File: src/rtl/mkd_pkg.sv
// ----------------------------------------------------------------------------
// Matrix key debouncer package
// Sizes, reset values and beat types shared by the debouncer modules.
// ----------------------------------------------------------------------------
package mkd_pkg;

  // Matrix geometry; key index is row * NumCols + col
  localparam int NumRows = 4;
  localparam int NumCols = 4;
  localparam int NumKeys = NumRows * NumCols;

  // Field widths fixed by the host interface
  localparam int MapW  = 16;
  localparam int TimeW = 32;
  localparam int DebW  = 16;

  // Debounce time after reset, in milliseconds
  localparam logic [DebW-1:0] DebounceReset = DebW'(50);

  // One scan from the host
  typedef struct packed {
    logic [MapW-1:0]  raw_keys;
    logic [TimeW-1:0] now_ms;
    logic [MapW-1:0]  clear_press_events;
    logic [MapW-1:0]  clear_release_events;
  } mkd_in_t;

  // One result per scan
  typedef struct packed {
    logic [MapW-1:0] stable_keys;
    logic [MapW-1:0] press_events;
    logic [MapW-1:0] release_events;
    logic            any_pressed;
  } mkd_out_t;

  // Per-key status after the scan, lane to merge stage
  typedef struct packed {
    logic down;
    logic press;
    logic release_ev;
  } mkd_lane_t;

endpackage

File: src/rtl/mkd_lane.sv
// ----------------------------------------------------------------------------
// Matrix key debouncer lane
// Four-phase debounce machine and sticky event flags for one key.
// ----------------------------------------------------------------------------
module mkd_lane (
  input  logic                      clk_i,
  input  logic                      rst_ni,
  input  logic                      en_i,
  input  logic                      raw_i,
  input  logic                      clr_press_i,
  input  logic                      clr_release_i,
  input  logic [mkd_pkg::TimeW-1:0] now_i,
  input  logic [mkd_pkg::DebW-1:0]  deb_i,
  output mkd_pkg::mkd_lane_t        status_o
);
  import mkd_pkg::*;

  typedef enum logic [1:0] {
    PhIdle      = 2'd0,
    PhPressFilt = 2'd1,
    PhHeld      = 2'd2,
    PhRelFilt   = 2'd3
  } phase_e;

  phase_e           phase_q, phase_d;
  logic             down_q, down_d;
  logic             press_q, press_d;
  logic             release_q, release_d;
  logic [TimeW-1:0] start_q, start_d;
  logic [TimeW-1:0] elapsed;
  logic             timed_out;

  // Wrapping elapsed time since the filter phase began
  assign elapsed   = now_i - start_q;
  assign timed_out = elapsed >= {{(TimeW-DebW){1'b0}}, deb_i};

  // Next state: clears first, then one step of the phase machine
  always_comb begin
    phase_d   = phase_q;
    down_d    = down_q;
    start_d   = start_q;
    press_d   = press_q & ~clr_press_i;
    release_d = release_q & ~clr_release_i;
    unique case (phase_q)
      PhIdle: begin
        down_d = 1'b0;
        if (raw_i) begin
          start_d = now_i;
          phase_d = PhPressFilt;
        end
      end
      PhPressFilt: begin
        if (!raw_i) phase_d = PhIdle;
        // timeout wins over a bounce back
        if (timed_out) begin
          phase_d = PhHeld;
          down_d  = 1'b1;
          press_d = 1'b1;
        end
      end
      PhHeld: begin
        if (!raw_i) begin
          start_d = now_i;
          phase_d = PhRelFilt;
        end
      end
      PhRelFilt: begin
        if (raw_i) phase_d = PhHeld;
        if (timed_out) begin
          phase_d   = PhIdle;
          down_d    = 1'b0;
          release_d = 1'b1;
        end
      end
      default: phase_d = PhIdle;
    endcase
  end

  // Status seen by the merge stage for this scan
  assign status_o.down       = down_d;
  assign status_o.press      = press_d;
  assign status_o.release_ev = release_d;

  // Phase machine and flags
  always_ff @(posedge clk_i or negedge rst_ni) begin
    if (!rst_ni) begin
      phase_q   <= PhIdle;
      down_q    <= 1'b0;
      press_q   <= 1'b0;
      release_q <= 1'b0;
    end else if (en_i) begin
      phase_q   <= phase_d;
      down_q    <= down_d;
      press_q   <= press_d;
      release_q <= release_d;
    end
  end

  // Filter start time, only read after it was written
  always_ff @(posedge clk_i) begin
    if (en_i) start_q <= start_d;
  end

  // Debounced level follows the phase: down in held and release-filter
  a_down_phase: assert property (@(posedge clk_i) disable iff (!rst_ni)
    down_q == (phase_q == PhHeld || phase_q == PhRelFilt))
    else $error("key level disagrees with phase");

endmodule

File: src/rtl/mkd_merge.sv
// ----------------------------------------------------------------------------
// Matrix key debouncer merge stage
// Packs lane status into the result beat and buffers two results.
// ----------------------------------------------------------------------------
module mkd_merge (
  input  logic                                   clk_i,
  input  logic                                   rst_ni,
  input  logic                                   push_i,
  input  mkd_pkg::mkd_lane_t [mkd_pkg::NumKeys-1:0] lanes_i,
  output logic                                   full_o,
  output logic                                   out_valid_o,
  input  logic                                   out_stall_i,
  output mkd_pkg::mkd_out_t                      out_beat_o
);
  import mkd_pkg::*;

  mkd_out_t           result;
  mkd_out_t           out_q, skid_q;
  logic               out_v_q, skid_v_q;
  logic               pop;
  logic [NumKeys-1:0] down_all;

  // Output maps carry the first MapW keys
  for (genvar g = 0; g < MapW; g++) begin : g_map
    if (g < NumKeys) begin : g_key
      assign result.stable_keys[g]    = lanes_i[g].down;
      assign result.press_events[g]   = lanes_i[g].press;
      assign result.release_events[g] = lanes_i[g].release_ev;
    end else begin : g_none
      assign result.stable_keys[g]    = 1'b0;
      assign result.press_events[g]   = 1'b0;
      assign result.release_events[g] = 1'b0;
    end
  end

  // Any key pressed, every key counts
  for (genvar k = 0; k < NumKeys; k++) begin : g_down
    assign down_all[k] = lanes_i[k].down;
  end
  assign result.any_pressed = |down_all;

  assign pop = out_v_q & ~out_stall_i;

  // Two-entry result buffer: head register plus skid register
  always_ff @(posedge clk_i or negedge rst_ni) begin
    if (!rst_ni) begin
      out_v_q  <= 1'b0;
      skid_v_q <= 1'b0;
    end else if (pop) begin
      if (skid_v_q) begin
        skid_v_q <= 1'b0;
      end else if (!push_i) begin
        out_v_q <= 1'b0;
      end
    end else if (push_i) begin
      if (out_v_q) skid_v_q <= 1'b1;
      else         out_v_q  <= 1'b1;
    end
  end

  // Payload registers
  always_ff @(posedge clk_i) begin
    if (pop) begin
      if (skid_v_q)    out_q <= skid_q;
      else if (push_i) out_q <= result;
    end else if (push_i) begin
      if (out_v_q) skid_q <= result;
      else         out_q  <= result;
    end
  end

  assign full_o      = skid_v_q;
  assign out_valid_o = out_v_q;
  assign out_beat_o  = out_q;

  // Skid entry is only used behind a held head entry
  a_skid_order: assert property (@(posedge clk_i) disable iff (!rst_ni)
    skid_v_q |-> out_v_q)
    else $error("skid entry without head entry");

  // No beat may arrive while both entries are taken
  a_no_overflow: assert property (@(posedge clk_i) disable iff (!rst_ni)
    !(push_i && skid_v_q))
    else $error("result buffer overflow");

  // A beat pushed into an empty buffer shows up next cycle
  a_push_lands: assert property (@(posedge clk_i) disable iff (!rst_ni)
    (push_i && !out_v_q) |=> out_v_q)
    else $error("accepted scan lost");

endmodule

File: src/rtl/matrix_key_debouncer.sv
// ----------------------------------------------------------------------------
// Matrix key debouncer
// Per-key debounce of a scanned key matrix with sticky press/release events.
// ----------------------------------------------------------------------------
//  channel  | direction | handshake            | beat
//  ---------+-----------+----------------------+----------------------------
//  cfg      | in        | cfg_we_i             | cfg_wdata_i (debounce ms)
//  scan     | in        | in_valid_i/in_stall_o | in_beat_i  (mkd_in_t)
//  result   | out       | out_valid_o/out_stall_i | out_beat_o (mkd_out_t)
//
//  One scan per cycle while in_stall_o is low; all key lanes step in the
//  same cycle, and the result is registered.
//  A two-entry result buffer lets scans continue while a result waits;
//  in_stall_o rises only when both entries are full.
//  Reset puts every key idle, clears all flags and sets debounce to 50 ms.
// ----------------------------------------------------------------------------
module matrix_key_debouncer (
  input  logic                     clk_i,
  input  logic                     rst_ni,
  input  logic                     cfg_we_i,
  input  logic [mkd_pkg::DebW-1:0] cfg_wdata_i,
  input  logic                     in_valid_i,
  output logic                     in_stall_o,
  input  mkd_pkg::mkd_in_t         in_beat_i,
  output logic                     out_valid_o,
  input  logic                     out_stall_i,
  output mkd_pkg::mkd_out_t        out_beat_o
);
  import mkd_pkg::*;

  logic [DebW-1:0]            deb_q;
  logic                       accept;
  logic                       full;
  mkd_lane_t [NumKeys-1:0]    lane_st;

  // Debounce time register
  always_ff @(posedge clk_i or negedge rst_ni) begin
    if (!rst_ni) deb_q <= DebounceReset;
    else if (cfg_we_i) deb_q <= cfg_wdata_i;
  end

  assign in_stall_o = full;
  assign accept     = in_valid_i & ~full;

  // One lane per key; keys past the map width see no raw level or clears
  for (genvar k = 0; k < NumKeys; k++) begin : g_lane
    logic raw, clr_p, clr_r;
    if (k < MapW) begin : g_in
      assign raw   = in_beat_i.raw_keys[k];
      assign clr_p = in_beat_i.clear_press_events[k];
      assign clr_r = in_beat_i.clear_release_events[k];
    end else begin : g_out
      assign raw   = 1'b0;
      assign clr_p = 1'b0;
      assign clr_r = 1'b0;
    end

    mkd_lane u_lane (
      .clk_i         (clk_i),
      .rst_ni        (rst_ni),
      .en_i          (accept),
      .raw_i         (raw),
      .clr_press_i   (clr_p),
      .clr_release_i (clr_r),
      .now_i         (in_beat_i.now_ms),
      .deb_i         (deb_q),
      .status_o      (lane_st[k])
    );
  end

  // Merge lanes into the result beat
  mkd_merge u_merge (
    .clk_i       (clk_i),
    .rst_ni      (rst_ni),
    .push_i      (accept),
    .lanes_i     (lane_st),
    .full_o      (full),
    .out_valid_o (out_valid_o),
    .out_stall_i (out_stall_i),
    .out_beat_o  (out_beat_o)
  );

endmodule
File: config.mk
export PLATFORM = sky130hd
export DESIGN_NAME = matrix_key_debouncer
export DESIGN_NICKNAME = d
export VERILOG_FILES = /design/src/rtl/mkd_pkg.sv /design/src/rtl/mkd_lane.sv /design/src/rtl/mkd_merge.sv /design/src/rtl/matrix_key_debouncer.sv
export SDC_FILE = /design/constraint.sdc
export NUM_CORES = 2
export LEC_CHECK = 0
export BUFFER_PORTS_ARGS = -buffer_cell sky130_fd_sc_hd__buf_2
export CELL_PAD_IN_SITES_DETAIL_PLACEMENT = 0
export CELL_PAD_IN_SITES_GLOBAL_PLACEMENT = 1
export CORE_MARGIN = 2
export CORE_UTILIZATION = 46
export DETAILED_ROUTE_END_ITERATION = 7
export GPL_TIMING_DRIVEN = 0
export PLACE_DENSITY = 0.87
export REMOVE_ABC_BUFFERS = 1
export SETUP_SLACK_MARGIN = 0.02
export SLEW_MARGIN = 15
export SYNTH_ARGS = -nofsm -noshare
export SYNTH_HDL_FRONTEND = slang
export SYNTH_SLANG_ARGS = --single-unit
File: constraint.sdc
create_clock -name clk_i -period 4.97 [get_ports clk_i]
set_clock_uncertainty 0.1 [all_clocks]
set_input_delay 0.2485 -clock clk_i [delete_from_list [all_inputs] [get_ports clk_i]]
set_output_delay 0.2485 -clock clk_i [all_outputs]
set_load 0.03 [all_outputs]
==> results by group <==
Outcome
  – Status: complete, but fails checks
  – Violated checks: negative setup slack

Timing
  – # setup viols final: 18
  – F_max: 174.7 MHz
  – Hold slack final: 0.03283 ns
  – Final Max Slew Viols: 0
  – Worst Slack Setup Final: -0.7553 ns
  – Final Critical Period: 5.725 ns
  – Unrepaired setup endpoints after global routing: true
  – Worst-Margin Slew: approximately 1.3 ns
  – Slew HR: 13.16%
  – Final hold viol count: 0
  – Final Cycle Share: 115.2%

CTS
  – H-tree levels: 3
  – Total CTS buffers: between 80 and 90
  – CTS tree: built
  – CTS Sinks: roughly 710
  – Clock transition at path regs: around 0.060 ns
  – Clk root buf: clkbuf_16
  – CTS max path bufs: 3
  – Clock latency on the worst-skew pair: roughly 0.7 ns

Drt
  – Pre-antenna DRT Iters: 6
  – Top routing layer used: met5
  – Via count: ~54000
  – Antenna viol nets, final: 0
  – Final WL: roughly 190000 microns
  – DRT met1 WL: between 80000 and 90000 microns
  – Metal3 WL: 14620 microns
  – Vias per inst: slightly above 6
  – DR WL/cell: 21.51 microns
  – # DRC: 0
  – Met2 wire length: ~83000 microns
  – DRT iter0 DRCs: between 4000 and 5000

Critical path
  – Req. time, crit path: ~5.3 ns
  – CP max stage delay: 0.52 ns
  – CP Capture Type: flip-flop
  – CP Class: flip-flop to flip-flop
  – CP Max Fanout: 2
  – R2r worst-path depth: 24
  – Crit path max-delay cell type: nor4_4
  – Crit path launch type: flip-flop
  – RR Endpoint: u_merge.out_beat_o[0]$_DFFE_PP_
  – WP data arrival: ~6 ns
  – FF-to-FF setup slack: -0.76 ns
  – Cell chain of the critical path: ha_4, fa_2, nor2b_4, o21a_1, o2111a_1, nand2b_4, a31oi_4, xnor2_1, ha_1, nand4_1, nor2_1, nor2_1, a21oi_2, or4_4, a2111oi_4, and4_1, nand4_1, nor4_4, nor3b_4, buf_12, nor4_4, nor3b_4, buf_6, a31oi_4
  – Critical Path Source: g_lane[8].u_lane.start_q[0]$_DFFE_PP_
  – Critical path capture point: u_merge.out_beat_o[0]$_DFFE_PP_
  – Worst flop-to-flop path startpoint: g_lane[8].u_lane.start_q[0]$_DFFE_PP_

Min path
  – HP Start: in_beat_i[40]
  – Worst Hold Class: input pin to flip-flop

Floorplanning
  – Starting density of the core: between 40% and 50%
  – Core Box Area: about 0.13 sq mm
  – Die width: ~370 microns
  – IO Pins: ~150
  – Die footprint: 0.1351 sq mm
  – Chip height: around 370 microns
  – Row cnt: roughly 130

Yosys
  – Main synth FF type: edfxtp_1
  – Post-synthesis cell type count: 110
  – Mapped Avg Cell Area: about 9.0 sq um
  – EDFF count, synth: approximately 600
  – Cells after Synth: 6767
  – Sequential fraction of the synthesis area: approximately a third
  – Synthesis warning total: 0
  – Mapped Area: between 0.06 and 0.07 sq mm
  – Synth Register Bits: 708
  – Top cell type by total area after synthesis: edfxtp_1
  – Top cell type's share of synthesized area: a little under a third
  – Asr flop ratio synth: between 10 and 15%
  – Synth area leaders: edfxtp_1, ha_1, a21oi_1, inv_1, dfrtp_1

Place
  – Final RePlAce weighted congestion: ~0.92
  – Number of cells after detailed placement: approximately 8500
  – Dpl hpwl: 126300 microns
  – Port bufs: roughly 150

Final layout
  – Layout cell share with drive strength beyond 1: between 10 and 15%
  – Fill cell count: roughly 12000
  – Post-layout nets: between 7000 and 8000
  – Final Non-Filler Cells: around 9000
  – Layout area overhead: 18.12%
  – Layout Utilization: 54.69%

GRT
  – Largest net degree at the start of global routing: 53
  – Initial antenna violation count: 9
  – GR Overflow Total: 0
  – Global-route wire length before repair: about 290000 microns
  – Vias in the first global route: between 50000 and 60000
  – Global Route Usage Sum: 27.38%

Pwr
  – Leak: between 30 and 40 nW
  – Power per cell area: between 400 and 500 mW/mm^2
  – Peak VDD IR: around 0.42 mV

Job
  – Maximum Capacitance Violations: 0
worst max-delay path: cells and delay by family, from the launching register on:
kind / cells / cell delay [ns]
simple gates: 12 / 2.69
fa+ha+maj: 3 / 0.89
compound gates: 6 / 0.86
flops: 1 / 0.42
buf+inv: 2 / 0.31
xor+xnor: 1 / 0.16
flip-flops by register name, indices dropped and copies added, names as in the netlist:
name	cells
g_lane.u_lane.phase_q	32
g_lane.u_lane.press_q	16
g_lane.u_lane.down_q	16
u_merge.skid_q	49
u_merge.out_beat_o	49
u_merge.out_valid_o	1
deb_q	16
u_merge.full_o	1
g_lane.u_lane.release_q	16
g_lane.u_lane.start_q	512
cells in the final DEF (no fill, tap or decap), drive strengths merged, types with 41 or more instances in the layout:
cell type,n
ha,752
inv,695
a21oi,636
edfxtp,610
nand2,586
o21ai,411
nor2,400
buf,369
xnor2,252
a21o,190
nand4,163
xor2,129
nand3,121
clkbuf,120
o21a,113
nor3,112
dfrtp,95
dlygate4sd3,94
a211oi,90
a31oi,87
o211ai,76
nand2b,75
nor2b,69
o21bai,58
and3,58
and2,52
mux2,51
nor4,48
mux2i,47
o22ai,46
or3,41
metrics by stage:
stage                     cell area (sq um)  power, mW  setup WS [ns]  TNS (ns)
final                                 71810      31.33        -0.7553    -3.552
after global routing                  71800      33.34        -0.8943    -10.94
after CTS                             69790      30.28        -0.9277    -3.691
after detailed placement              63990      22.68         -3.622   -263.74
after global placement                62970      22.14         -6.832  -2483.01
after floorplan                       60020      18.71        -0.5029    -28.04
cell usage after synthesis, types with 58 or more instances:
library cell    n
o21bai_1       58
a21oi_1       633
edfxtp_1      610
nor3_1        111
nor2b_1        68
a31oi_1        87
ha_1          752
o21a_1        113
nand2_1       586
dfrtp_1        95
inv_1         691
nand2b_1       74
nor2_1        400
a21o_1        190
a211oi_1       86
o21ai_0       404
xnor2_1       252
nand3_1       121
and3_1         58
o211ai_1       74
clkbuf_1      176
nand4_1       163
xor2_1        129
worst min-delay path by stage:
stage,end,depth (start not counted)
2_1_floorplan,deb_q[0]$_DFFE_PN0P_,0
3_3_place_gp,g_lane[11].u_lane.release_q$_DFFE_PN0P_,2
6_report,g_lane[14].u_lane.start_q[8]$_DFFE_PP_,1
4_1_cts,deb_q[6]$_DFFE_PN0P_,2
3_5_place_dp,g_lane[11].u_lane.press_q$_DFFE_PN0P_,1
5_1_grt,g_lane[14].u_lane.start_q[8]$_DFFE_PP_,1
routing by layer:
layer	track usage [%]	vias up
met1	38.10	25950
met5	0	-
li1	-	25840
met4	11.96	2
met2	42.08	1902
met3	4.181	402
cell families after synthesis:
group | count (synthesis) | synth area share, %
and+or+nand+nor | 1847 | 14.93
buffers and inverters | 889 | 5.541
DFF | 708 | 34.17
adders and majority gates | 768 | 16.00
xor gates and xnor gates | 381 | 5.489
AOI/OAI and AO/OA | 2075 | 22.10
muxes | 99 | 1.756
final cells by class:
class / count / area, sq um / share of cell area [%]
Multi-Input combinational cell: 5170 / 39330 / 54.77
Sequential cell: 708 / 20770 / 28.93
Timing Repair Buffer: 465 / 4054 / 5.646
Inverter: 691 / 2603 / 3.624
Clock buffer: 118 / 2426 / 3.379
Tap cell: 1755 / 2196 / 3.058
Clock inverter: 43 / 416.7 / 0.5802
Antenna cell: 3 / 7.507 / 0.01045
power by group:
part           switching (mW)  internal, mW
logic                    9.62          6.53
clock network            2.65          3.74
registers               0.642          8.14
total                    12.9          18.4
repair_timing:
| item | in CTS | in global routing |
|---|---|---|
| endpoints found under the hold margin | 346 | 2 |
| buffers inserted | 84 | 85 |
| pin swaps | 130 | 184 |
| gates resized for setup | 300 | 310 |
| setup endpoints to repair | 173 | 144 |
| hold buffers | 93 | 2 |
Power figures use the tool's default switching activity.
